===== src/rtl/rrps_pkg.sv =====
`timescale 1ns / 1ps

package rrps_pkg;

  localparam int SLOTS_DEF = 16;
  localparam int ID_W      = 16;
  localparam int TICK_W    = 16;
  localparam int QLEN_W    = 8;
  localparam int OUT_SLOT_W = 4;

  localparam logic [QLEN_W-1:0] QLEN_RST = 8'd2;

  // request opcodes
  localparam logic OP_CREATE = 1'b0;
  localparam logic OP_CYCLE  = 1'b1;

  // cycle events on the running process
  localparam logic [1:0] EV_NONE      = 2'd0;
  localparam logic [1:0] EV_TERMINATE = 2'd1;
  localparam logic [1:0] EV_SLEEP     = 2'd2;

  typedef enum logic [1:0] {
    ST_FINISHED = 2'd0,
    ST_READY    = 2'd1,
    ST_RUNNING  = 2'd2,
    ST_SLEEPING = 2'd3
  } slot_st_t;

  typedef struct packed {
    slot_st_t            status;
    logic [ID_W-1:0]     id;
    logic [TICK_W-1:0]   sleep_cnt;
  } row_t;

  localparam row_t ROW_RESET = '{status: ST_FINISHED, id: '0, sleep_cnt: '0};

endpackage


===== src/rtl/rrps_ram.sv =====
`timescale 1ns / 1ps

module rrps_ram #(
  parameter int WIDTH = 8,
  parameter int DEPTH = 16,
  localparam int AW = (DEPTH > 1) ? $clog2(DEPTH) : 1
) (
  input  logic             clk,
  input  logic             we,
  input  logic [AW-1:0]    waddr,
  input  logic [WIDTH-1:0] wdata,
  input  logic [AW-1:0]    raddr,
  output logic [WIDTH-1:0] rdata
);

  logic [WIDTH-1:0] mem [DEPTH];

  always_ff @(posedge clk) begin
    if (we) begin
      mem[waddr] <= wdata;
    end
    rdata <= mem[raddr];
  end

endmodule


===== src/rtl/rrps_table.sv =====
`timescale 1ns / 1ps

module rrps_table
  import rrps_pkg::*;
#(
  parameter int SLOTS = SLOTS_DEF,
  localparam int IDX_W = $clog2(SLOTS)
) (
  input  logic             clk,
  input  logic             rst_n,
  input  logic [IDX_W-1:0] rd_addr,
  output row_t             rd_row,
  input  logic             wr_en,
  input  logic [IDX_W-1:0] wr_addr,
  input  row_t             wr_row
);

  logic [SLOTS-1:0] valid_r;
  logic [SLOTS-1:0] valid_nxt;
  logic [IDX_W-1:0] rd_addr_r;
  logic [$bits(row_t)-1:0] ram_q;

  rrps_ram #(
    .WIDTH($bits(row_t)),
    .DEPTH(SLOTS)
  ) u_ram (
    .clk  (clk),
    .we   (wr_en),
    .waddr(wr_addr),
    .wdata(wr_row),
    .raddr(rd_addr),
    .rdata(ram_q)
  );

  always_comb begin
    valid_nxt = valid_r;
    if (wr_en) begin
      valid_nxt[wr_addr] = 1'b1;
    end
  end

  always_ff @(posedge clk) begin
    if (!rst_n) begin
      valid_r <= '0;
    end else begin
      valid_r <= valid_nxt;
    end
  end

  always_ff @(posedge clk) begin
    rd_addr_r <= rd_addr;
  end

  // a row never written reads as its reset contents
  assign rd_row = valid_r[rd_addr_r] ? row_t'(ram_q) : ROW_RESET;

endmodule


===== src/rtl/round_robin_process_scheduler.sv =====
`timescale 1ns / 1ps
// one request at a time; the slot table is walked one row per cycle through one ram port
// create: scan, then write, then done; a cycle with no search: scan, quantum check, then done
// a cycle whose quantum expires or with nothing running searches again for a ready process
// a new request is taken only in idle, after the last result is loaded for output; in_ready idle only
// reset (rst_n low, synchronous) empties the table at once through per-row valid bits
module round_robin_process_scheduler
  import rrps_pkg::*;
#(
  parameter int SLOTS = SLOTS_DEF
) (
  input  logic                  clk,
  input  logic                  rst_n,
  input  logic                  cfg_wr_en,
  input  logic [QLEN_W-1:0]     cfg_wr_data,
  input  logic                  in_valid,
  output logic                  in_ready,
  input  logic                  in_op,
  input  logic [1:0]            in_event_req,
  input  logic [TICK_W-1:0]     in_sleep_ticks,
  output logic                  out_valid,
  input  logic                  out_ready,
  output logic                  out_create_ok,
  output logic [ID_W-1:0]       out_created_id,
  output logic                  out_running_valid,
  output logic [OUT_SLOT_W-1:0] out_running_slot,
  output logic [ID_W-1:0]       out_running_id,
  output logic                  out_switched,
  output logic                  out_any_active
);

  localparam int IDX_W = $clog2(SLOTS);
  localparam int CNT_W = $clog2(SLOTS + 1);

  typedef enum logic [7:0] {
    S_IDLE     = 8'b0000_0001,
    S_CR_SCAN  = 8'b0000_0010,
    S_CR_WRITE = 8'b0000_0100,
    S_CY_SCAN  = 8'b0000_1000,
    S_CY_QUANT = 8'b0001_0000,
    S_SCH_SCAN = 8'b0010_0000,
    S_SCH_OLD  = 8'b0100_0000,
    S_DONE     = 8'b1000_0000
  } state_t;

  state_t state_r, state_nxt;

  logic [QLEN_W-1:0] qlen_r, qlen_nxt;
  logic [IDX_W-1:0]  cur_r, cur_nxt;
  logic              cur_valid_r, cur_valid_nxt;
  logic [ID_W-1:0]   cur_id_r, cur_id_nxt;
  logic [QLEN_W-1:0] q_r, q_nxt;
  logic [ID_W-1:0]   last_id_r, last_id_nxt;

  logic              op_r, op_nxt;
  logic              ev_app_r, ev_app_nxt;
  logic              ev_term_r, ev_term_nxt;
  logic [TICK_W-1:0] ticks_r, ticks_nxt;
  logic [IDX_W-1:0]  ev_slot_r, ev_slot_nxt;

  logic [IDX_W-1:0]  rd_ptr_r, rd_ptr_nxt;
  logic [CNT_W-1:0]  iss_cnt_r, iss_cnt_nxt;
  logic              pend_r, pend_nxt;
  logic [IDX_W-1:0]  proc_addr_r, proc_addr_nxt;
  logic              proc_last_r, proc_last_nxt;

  logic              p0_found_r, p0_found_nxt;
  logic [IDX_W-1:0]  p0_r, p0_nxt;
  logic              p1_found_r, p1_found_nxt;
  logic [IDX_W-1:0]  p1_r, p1_nxt;
  logic              live_r, live_nxt;
  logic              ok_r, ok_nxt;
  logic              sw_r, sw_nxt;
  logic [IDX_W-1:0]  nsl_r, nsl_nxt;
  logic [ID_W-1:0]   nid_r, nid_nxt;

  logic                  out_valid_r, out_valid_nxt;
  logic                  out_ok_r, out_ok_nxt;
  logic [ID_W-1:0]       out_cid_r, out_cid_nxt;
  logic                  out_rv_r, out_rv_nxt;
  logic [OUT_SLOT_W-1:0] out_rs_r, out_rs_nxt;
  logic [ID_W-1:0]       out_rid_r, out_rid_nxt;
  logic                  out_sw_r, out_sw_nxt;
  logic                  out_act_r, out_act_nxt;

  logic             tbl_wr_en;
  logic [IDX_W-1:0] tbl_wr_addr;
  row_t             tbl_wr_row;
  row_t             tbl_rd_row;
  row_t             pre_row;

  logic             in_acc;
  logic             scanning;
  logic             issue;
  logic [TICK_W-1:0] dec_cnt;
  logic [ID_W-1:0]  new_id;
  logic [QLEN_W-1:0] q_inc;

  rrps_table #(
    .SLOTS(SLOTS)
  ) u_table (
    .clk    (clk),
    .rst_n  (rst_n),
    .rd_addr(rd_ptr_r),
    .rd_row (tbl_rd_row),
    .wr_en  (tbl_wr_en),
    .wr_addr(tbl_wr_addr),
    .wr_row (tbl_wr_row)
  );

  assign in_ready = (state_r == S_IDLE);
  assign in_acc   = in_valid && in_ready;
  assign scanning = (state_r == S_CR_SCAN) || (state_r == S_CY_SCAN) ||
                    (state_r == S_SCH_SCAN);
  assign issue    = scanning && (iss_cnt_r != CNT_W'(SLOTS));
  assign q_inc    = q_r + QLEN_W'(1);
  assign new_id   = (last_id_r == {ID_W{1'b1}}) ? ID_W'(1) : last_id_r + ID_W'(1);

  // row as it stands once the event on the running process is applied
  always_comb begin
    pre_row = tbl_rd_row;
    if (ev_app_r && (proc_addr_r == ev_slot_r)) begin
      if (ev_term_r) begin
        pre_row.status = ST_FINISHED;
      end else begin
        pre_row.status    = ST_SLEEPING;
        pre_row.sleep_cnt = ticks_r;
      end
    end
    dec_cnt = (pre_row.sleep_cnt == '0) ? '0 : pre_row.sleep_cnt - TICK_W'(1);
  end

  always_comb begin
    state_nxt     = state_r;
    qlen_nxt      = cfg_wr_en ? cfg_wr_data : qlen_r;
    cur_nxt       = cur_r;
    cur_valid_nxt = cur_valid_r;
    cur_id_nxt    = cur_id_r;
    q_nxt         = q_r;
    last_id_nxt   = last_id_r;
    op_nxt        = op_r;
    ev_app_nxt    = ev_app_r;
    ev_term_nxt   = ev_term_r;
    ticks_nxt     = ticks_r;
    ev_slot_nxt   = ev_slot_r;
    rd_ptr_nxt    = rd_ptr_r;
    iss_cnt_nxt   = iss_cnt_r;
    pend_nxt      = issue;
    proc_addr_nxt = rd_ptr_r;
    proc_last_nxt = (iss_cnt_r == CNT_W'(SLOTS - 1));
    p0_found_nxt  = p0_found_r;
    p0_nxt        = p0_r;
    p1_found_nxt  = p1_found_r;
    p1_nxt        = p1_r;
    live_nxt      = live_r;
    ok_nxt        = ok_r;
    sw_nxt        = sw_r;
    nsl_nxt       = nsl_r;
    nid_nxt       = nid_r;
    out_valid_nxt = out_valid_r && !out_ready;
    out_ok_nxt    = out_ok_r;
    out_cid_nxt   = out_cid_r;
    out_rv_nxt    = out_rv_r;
    out_rs_nxt    = out_rs_r;
    out_rid_nxt   = out_rid_r;
    out_sw_nxt    = out_sw_r;
    out_act_nxt   = out_act_r;
    tbl_wr_en     = 1'b0;
    tbl_wr_addr   = proc_addr_r;
    tbl_wr_row    = pre_row;

    if (issue) begin
      rd_ptr_nxt  = (rd_ptr_r == IDX_W'(SLOTS - 1)) ? '0 : rd_ptr_r + IDX_W'(1);
      iss_cnt_nxt = iss_cnt_r + CNT_W'(1);
    end

    case (state_r)
      S_IDLE: begin
        if (in_acc) begin
          op_nxt       = in_op;
          ev_app_nxt   = (in_op == OP_CYCLE) && cur_valid_r &&
                         ((in_event_req == EV_TERMINATE) || (in_event_req == EV_SLEEP));
          ev_term_nxt  = (in_event_req == EV_TERMINATE);
          ticks_nxt    = in_sleep_ticks;
          ev_slot_nxt  = cur_r;
          ok_nxt       = 1'b0;
          sw_nxt       = 1'b0;
          live_nxt     = 1'b0;
          p0_found_nxt = 1'b0;
          p1_found_nxt = 1'b0;
          rd_ptr_nxt   = '0;
          iss_cnt_nxt  = '0;
          if (ev_app_nxt) begin
            cur_valid_nxt = 1'b0;
          end
          state_nxt = (in_op == OP_CYCLE) ? S_CY_SCAN : S_CR_SCAN;
        end
      end

      S_CR_SCAN: begin
        if (pend_r) begin
          if (!p0_found_r && (tbl_rd_row.id == '0)) begin
            p0_found_nxt = 1'b1;
            p0_nxt       = proc_addr_r;
          end
          if (!p1_found_r && (tbl_rd_row.status == ST_FINISHED)) begin
            p1_found_nxt = 1'b1;
            p1_nxt       = proc_addr_r;
          end
          if ((tbl_rd_row.status != ST_FINISHED) && (tbl_rd_row.id != '0)) begin
            live_nxt = 1'b1;
          end
          if (proc_last_r) begin
            state_nxt = S_CR_WRITE;
          end
        end
      end

      S_CR_WRITE: begin
        if (p0_found_r || p1_found_r) begin
          tbl_wr_en   = 1'b1;
          tbl_wr_addr = p0_found_r ? p0_r : p1_r;
          tbl_wr_row  = '{status: ST_READY, id: new_id, sleep_cnt: '0};
          last_id_nxt = new_id;
          ok_nxt      = 1'b1;
        end
        state_nxt = S_DONE;
      end

      S_CY_SCAN: begin
        if (pend_r) begin
          tbl_wr_en = 1'b1;
          // dispatch after an event sees the table before this tick's wakeups
          if (ev_app_r && !cur_valid_r && (pre_row.status == ST_READY) &&
              (pre_row.id != '0)) begin
            tbl_wr_row.status = ST_RUNNING;
            cur_nxt           = proc_addr_r;
            cur_valid_nxt     = 1'b1;
            cur_id_nxt        = pre_row.id;
            q_nxt             = '0;
            sw_nxt            = 1'b1;
          end else if (pre_row.status == ST_SLEEPING) begin
            tbl_wr_row.sleep_cnt = dec_cnt;
            if (dec_cnt == '0) begin
              tbl_wr_row.status = ST_READY;
            end
          end
          if ((tbl_wr_row.status != ST_FINISHED) && (tbl_wr_row.id != '0)) begin
            live_nxt = 1'b1;
          end
          if (proc_last_r) begin
            state_nxt = S_CY_QUANT;
          end
        end
      end

      S_CY_QUANT: begin
        rd_ptr_nxt  = (cur_valid_r && (cur_r != IDX_W'(SLOTS - 1))) ?
                      cur_r + IDX_W'(1) : '0;
        iss_cnt_nxt = '0;
        if (cur_valid_r) begin
          if (q_inc >= qlen_r) begin
            q_nxt     = '0;
            state_nxt = S_SCH_SCAN;
          end else begin
            q_nxt     = q_inc;
            state_nxt = S_DONE;
          end
        end else begin
          state_nxt = S_SCH_SCAN;
        end
      end

      S_SCH_SCAN: begin
        if (pend_r) begin
          if ((tbl_rd_row.status == ST_READY) && (tbl_rd_row.id != '0)) begin
            tbl_wr_en         = 1'b1;
            tbl_wr_row        = tbl_rd_row;
            tbl_wr_row.status = ST_RUNNING;
            nsl_nxt           = proc_addr_r;
            nid_nxt           = tbl_rd_row.id;
            state_nxt         = S_SCH_OLD;
          end else if (proc_last_r) begin
            if (cur_valid_r) begin
              q_nxt = '0;
            end
            state_nxt = S_DONE;
          end
        end
      end

      S_SCH_OLD: begin
        // the preempted process goes back to ready
        if (cur_valid_r) begin
          tbl_wr_en   = 1'b1;
          tbl_wr_addr = cur_r;
          tbl_wr_row  = '{status: ST_READY, id: cur_id_r, sleep_cnt: '0};
        end
        cur_nxt       = nsl_r;
        cur_id_nxt    = nid_r;
        cur_valid_nxt = 1'b1;
        q_nxt         = '0;
        sw_nxt        = 1'b1;
        state_nxt     = S_DONE;
      end

      S_DONE: begin
        if (!out_valid_r || out_ready) begin
          out_valid_nxt = 1'b1;
          out_ok_nxt    = ok_r;
          out_cid_nxt   = ok_r ? last_id_r : '0;
          out_rv_nxt    = cur_valid_r;
          out_rs_nxt    = cur_valid_r ? OUT_SLOT_W'(cur_r) : '0;
          out_rid_nxt   = cur_valid_r ? cur_id_r : '0;
          out_sw_nxt    = sw_r;
          out_act_nxt   = live_r || ok_r;
          state_nxt     = S_IDLE;
        end
      end

      default: begin
        state_nxt = S_IDLE;
      end
    endcase
  end

  always_ff @(posedge clk) begin
    if (!rst_n) begin
      state_r     <= S_IDLE;
      qlen_r      <= QLEN_RST;
      cur_r       <= '0;
      cur_valid_r <= 1'b0;
      q_r         <= '0;
      last_id_r   <= '0;
      iss_cnt_r   <= '0;
      pend_r      <= 1'b0;
      out_valid_r <= 1'b0;
    end else begin
      state_r     <= state_nxt;
      qlen_r      <= qlen_nxt;
      cur_r       <= cur_nxt;
      cur_valid_r <= cur_valid_nxt;
      q_r         <= q_nxt;
      last_id_r   <= last_id_nxt;
      iss_cnt_r   <= iss_cnt_nxt;
      pend_r      <= pend_nxt;
      out_valid_r <= out_valid_nxt;
    end
  end

  always_ff @(posedge clk) begin
    cur_id_r    <= cur_id_nxt;
    op_r        <= op_nxt;
    ev_app_r    <= ev_app_nxt;
    ev_term_r   <= ev_term_nxt;
    ticks_r     <= ticks_nxt;
    ev_slot_r   <= ev_slot_nxt;
    rd_ptr_r    <= rd_ptr_nxt;
    proc_addr_r <= proc_addr_nxt;
    proc_last_r <= proc_last_nxt;
    p0_found_r  <= p0_found_nxt;
    p0_r        <= p0_nxt;
    p1_found_r  <= p1_found_nxt;
    p1_r        <= p1_nxt;
    live_r      <= live_nxt;
    ok_r        <= ok_nxt;
    sw_r        <= sw_nxt;
    nsl_r       <= nsl_nxt;
    nid_r       <= nid_nxt;
    out_ok_r    <= out_ok_nxt;
    out_cid_r   <= out_cid_nxt;
    out_rv_r    <= out_rv_nxt;
    out_rs_r    <= out_rs_nxt;
    out_rid_r   <= out_rid_nxt;
    out_sw_r    <= out_sw_nxt;
    out_act_r   <= out_act_nxt;
  end

  // op_r records the request kind for the current item; create never switches
  assign out_valid         = out_valid_r;
  assign out_create_ok     = out_ok_r && (op_r == OP_CREATE || !out_valid_r || out_ok_r);
  assign out_created_id    = out_cid_r;
  assign out_running_valid = out_rv_r;
  assign out_running_slot  = out_rs_r;
  assign out_running_id    = out_rid_r;
  assign out_switched      = out_sw_r;
  assign out_any_active    = out_act_r;

endmodule


===== config.mk =====
export PLATFORM = sky130hd
export DESIGN_NAME = round_robin_process_scheduler
export DESIGN_NICKNAME = d
export VERILOG_FILES = /design/src/rtl/rrps_pkg.sv /design/src/rtl/rrps_ram.sv /design/src/rtl/rrps_table.sv /design/src/rtl/round_robin_process_scheduler.sv
export SDC_FILE = /design/constraint.sdc
export NUM_CORES = 1
export LEC_CHECK = 0
export BUFFER_PORTS_ARGS = -buffer_cell sky130_fd_sc_hd__buf_4
export CELL_PAD_IN_SITES_DETAIL_PLACEMENT = 0
export CELL_PAD_IN_SITES_GLOBAL_PLACEMENT = 1
export CORE_AREA = 2 2 338 340
export DETAILED_ROUTE_END_ITERATION = 10
export DIE_AREA = 0 0 340 342
export PLACE_DENSITY_LB_ADDON = 0.12
export SYNTH_ARGS = -nofsm -noshare
export SYNTH_HDL_FRONTEND = slang
export SYNTH_SLANG_ARGS = --single-unit

===== constraint.sdc =====
create_clock -name clk -period 8.5 [get_ports clk]
set_input_delay 1.7 -clock clk [delete_from_list [all_inputs] [get_ports clk]]
set_output_delay 1.7 -clock clk [all_outputs]
set_load 0.01 [all_outputs]

==> summary.txt <==
Status: complete, no violations
Final nets: 2183
Largest family of logic cells by synthesized area: multiplexers
Setup_tns: 0 ns
CTS tree: yes
Pwr per Cell Area: 245 nW/µm²
Fin crit period: 5.19 ns
EDFF count, synth: 655
Total Power: 9.01 mW
Relative slew margins: 0.198
Vias per cell: 4.80
Crit end category: flip-flop
CTS max path bufs: 3
GR peak layer: met2
WS Path Type: reg2reg
Final non-filler cell total: 3719
Die width: 340 µm
Height of the die: 342 µm
Fillers: 11.0k
Post-Syn Area per Cell: 15.4 µm²
Req. time, crit path: 8.84 ns
Initial antenna violation count: 2
Final Routed Wirelength: 89200 µm
Share of cells above drive strength 1: 0.194
Synth Instances: 2032
Data arrival, critical path: 5.53 ns
Mux share of post-synthesis cell area: 0.107
CP Max Fanout: 34
Hold-fix buffers, CTS: 0
Post-CTS setup buffers: 0
Final core occ: 0.325
RSZ-0062 raised after global routing: no
Synth-to-layout area growth: 17.3%
Max-slew violation count: 0
Max Freq: 193 MHz
Met2 usage: 0.254
Fin crit share: 0.611
Max-Cap Viols: 0
XOR/XNOR Fraction of Synth Area: 0.0131
CTS Buf Count: 90
Row count: 124
Vias in the first global route: 18.5k
Full die area: 116000 µm²
Largest net degree at the start of global routing: 101
N_diodes: 0
Via count: 17.8k
Root Driver: clkbuf_16
GR Util met1: 0.204
1st-pass router iterations: 5
Port buffer count: 73
Synthesized Nets: 2082
Post-synthesis adder-cell area fraction: 0.00719
Cells after DPL: 3553
Yosys cell types: 90
Worst Skew: 0.0373 ns
Ys Warns: 0
Top_reg_cell synth: edfxtp_1
Async S/R FF share, synth: 0
Hold crit path type: reg2reg
Pleak: 11.7 nW
GR Util met3: 0.0224
Post_cts resized: 0
Final GP Congestion: 0.761
Setup crit start kind: flip-flop
Fin. Hold Viols: 0
GRT Util Overall: 0.152
Clock slew at reported path FFs: 0.06 ns
Dpl hpwl: 54200 µm
WL/cell: 24.0 µm
First DRT Iteration DRCs: 1056
Worst VDD drop: 0.138 mV
Compound-Gate Fraction of Synth Area: 0.0785
Worst slew pin tran: 1.20 ns
H-tree levels: 3
FF+latch count, synth: 766
Clock tree sinks: 766
Initial Utilization: 0.277
Ports: 74
Worst-Skew Late Latency: 0.69 ns
Sequential-to-total area share from yosys stat: 0.699
GR Overflow Total: 0
Mapped cell area: 31300 µm²
Core area: 113000 µm²
ANT nets after route: 0
Setup-failing EPs final: 0
Synth Area in Simple Gates: 0.0758
Global-route wire length before repair: 130000 µm
Post-detailed-route DRC marker count: 0
-- layout by cell type, fill, tap and decap left out, types with 45 or more instances in the layout --
cell type	synthesis	routed
edfxtp_1	655	655
mux2i_1	124	124
buf_4	3	120
nor2_1	105	89
a22oi_1	54	54
dfxtp_1	111	107
mux4_2	69	69
nand2_1	131	130
a21oi_1	64	64
and2_1	62	61
o21ai_0	100	98
clkbuf_16	0	90
mux2_2	45	45
-- synthesized netlist by cell type, types with 5 or more instances --
library cell	count	area (µm²)
a21o_1	7	52.6
a22oi_1	54	405
nor3_1	21	105
o22ai_1	16	100
edfxtp_1	655	19700
and2_1	62	388
nor2_1	105	394
nor4_1	13	81.3
dfxtp_1	111	2220
a221oi_1	37	324
nor3b_1	9	67.6
a21oi_1	64	320
o221ai_1	8	70.1
a31oi_1	5	31.3
xor2_1	19	166
and3_1	15	93.8
or3_1	5	31.3
nand2_1	131	492
nand3b_1	11	82.6
buf_6	5	56.3
nand2b_1	8	50.1
a221o_1	10	100
mux2_2	45	507
ha_1	18	225
nand4b_1	7	61.3
mux2i_1	124	1240
nand3_1	21	105
o211ai_1	5	37.5
clkbuf_1	78	293
buf_1	18	67.6
mux4_2	69	1550
inv_1	23	86.3
nor2b_1	17	106
o21ai_0	100	500
o21a_1	7	52.6
nand4_1	5	31.3
a21boi_0	5	37.5
xnor2_1	28	245
-- metrics by stage --
stage	hold slack (ns)	instance area (µm²)	worst slack [ns]
2_1_floorplan	0.329	31300	4.42
3_3_place_gp	0.416	33800	3.31
3_5_place_dp	0.415	33800	3.34
4_1_cts	0.432	36800	3.32
5_1_grt	0.442	36800	2.87
6_report	0.431	36800	3.31
-- power by group --
group	internal, mW	switching (mW)	leakage (nW)
Sequential	4.21	0.182	6.75
Combinational	0.330	0.469	3.53
Clock	2.21	1.61	1.43
Total	6.75	2.26	11.7
-- sequential cells by signal (all words and copies together) (netlist names), 5 cells and up --
| name | count |
|---|---|
| state_r | 8 |
| q_r | 8 |
| u_table.u_ram.rdata | 34 |
| u_table.valid_r | 16 |
| out_running_id | 16 |
| qlen_r | 8 |
| iss_cnt_r | 5 |
| u_table.u_ram.mem | 544 |
| last_id_r | 16 |
| out_created_id | 16 |
| cur_id_r | 16 |
| nid_r | 16 |
| ticks_r | 16 |
-- logic make-up after synthesis --
logic type,after synthesis
flops,766
simple gates,461
compound gates,363
mux,240
buf+inv,137
xor+xnor,47
fa+ha+maj,18
-- area by class of cell --
class                           instances  area, µm²  area share
Clock buffer                          125       2510      0.0684
Clock inverter                         41        448      0.0122
Inverter                               24       90.1     0.00245
Multi-Input combinational cell       1129       8980       0.244
Sequential cell                       766      21900       0.596
Tap cell                             1512       1890      0.0515
Timing Repair Buffer                  122        941      0.0256
-- layer usage --
layer | vias up | wire (µm) | share of wire
met1 | 9219 | 40900 | 0.46
met5 | - | 0 | 0
met4 | 0 | 2420 | 0.027
met3 | 141 | 2970 | 0.033
li1 | 8136 | - | -
met2 | 338 | 42900 | 0.48
-- worst max-delay path: stages (launching register included) --
cell and delay (ns):
dfxtp_1 0.70, mux4_1 0.63, mux2i_1 0.19, o22ai_2 0.09, buf_4 0.27, and2_4 0.26, a21boi_0 0.42, ha_1 0.26
o21ai_0 0.15, nor4b_4 0.46, or3_1 0.56, or2b_1 0.18, nand2_1 0.05, a221o_1 0.57
-- path summary, 6_finish.rpt --
path / start / to / slack [ns] / cells after the start
worst max-delay path: u_table.rd_addr_r[2] / u_table.u_ram.mem[2][4] / 3.31 / 13
worst min register to register: sw_r / out_switched / 0.43 / 0
worst min-delay path: sw_r / out_switched / 0.43 / 0
worst max register to register: u_table.rd_addr_r[2] / u_table.u_ram.mem[2][4] / 3.31 / 13
Note: power is estimated with default switching activity, not from simulation.
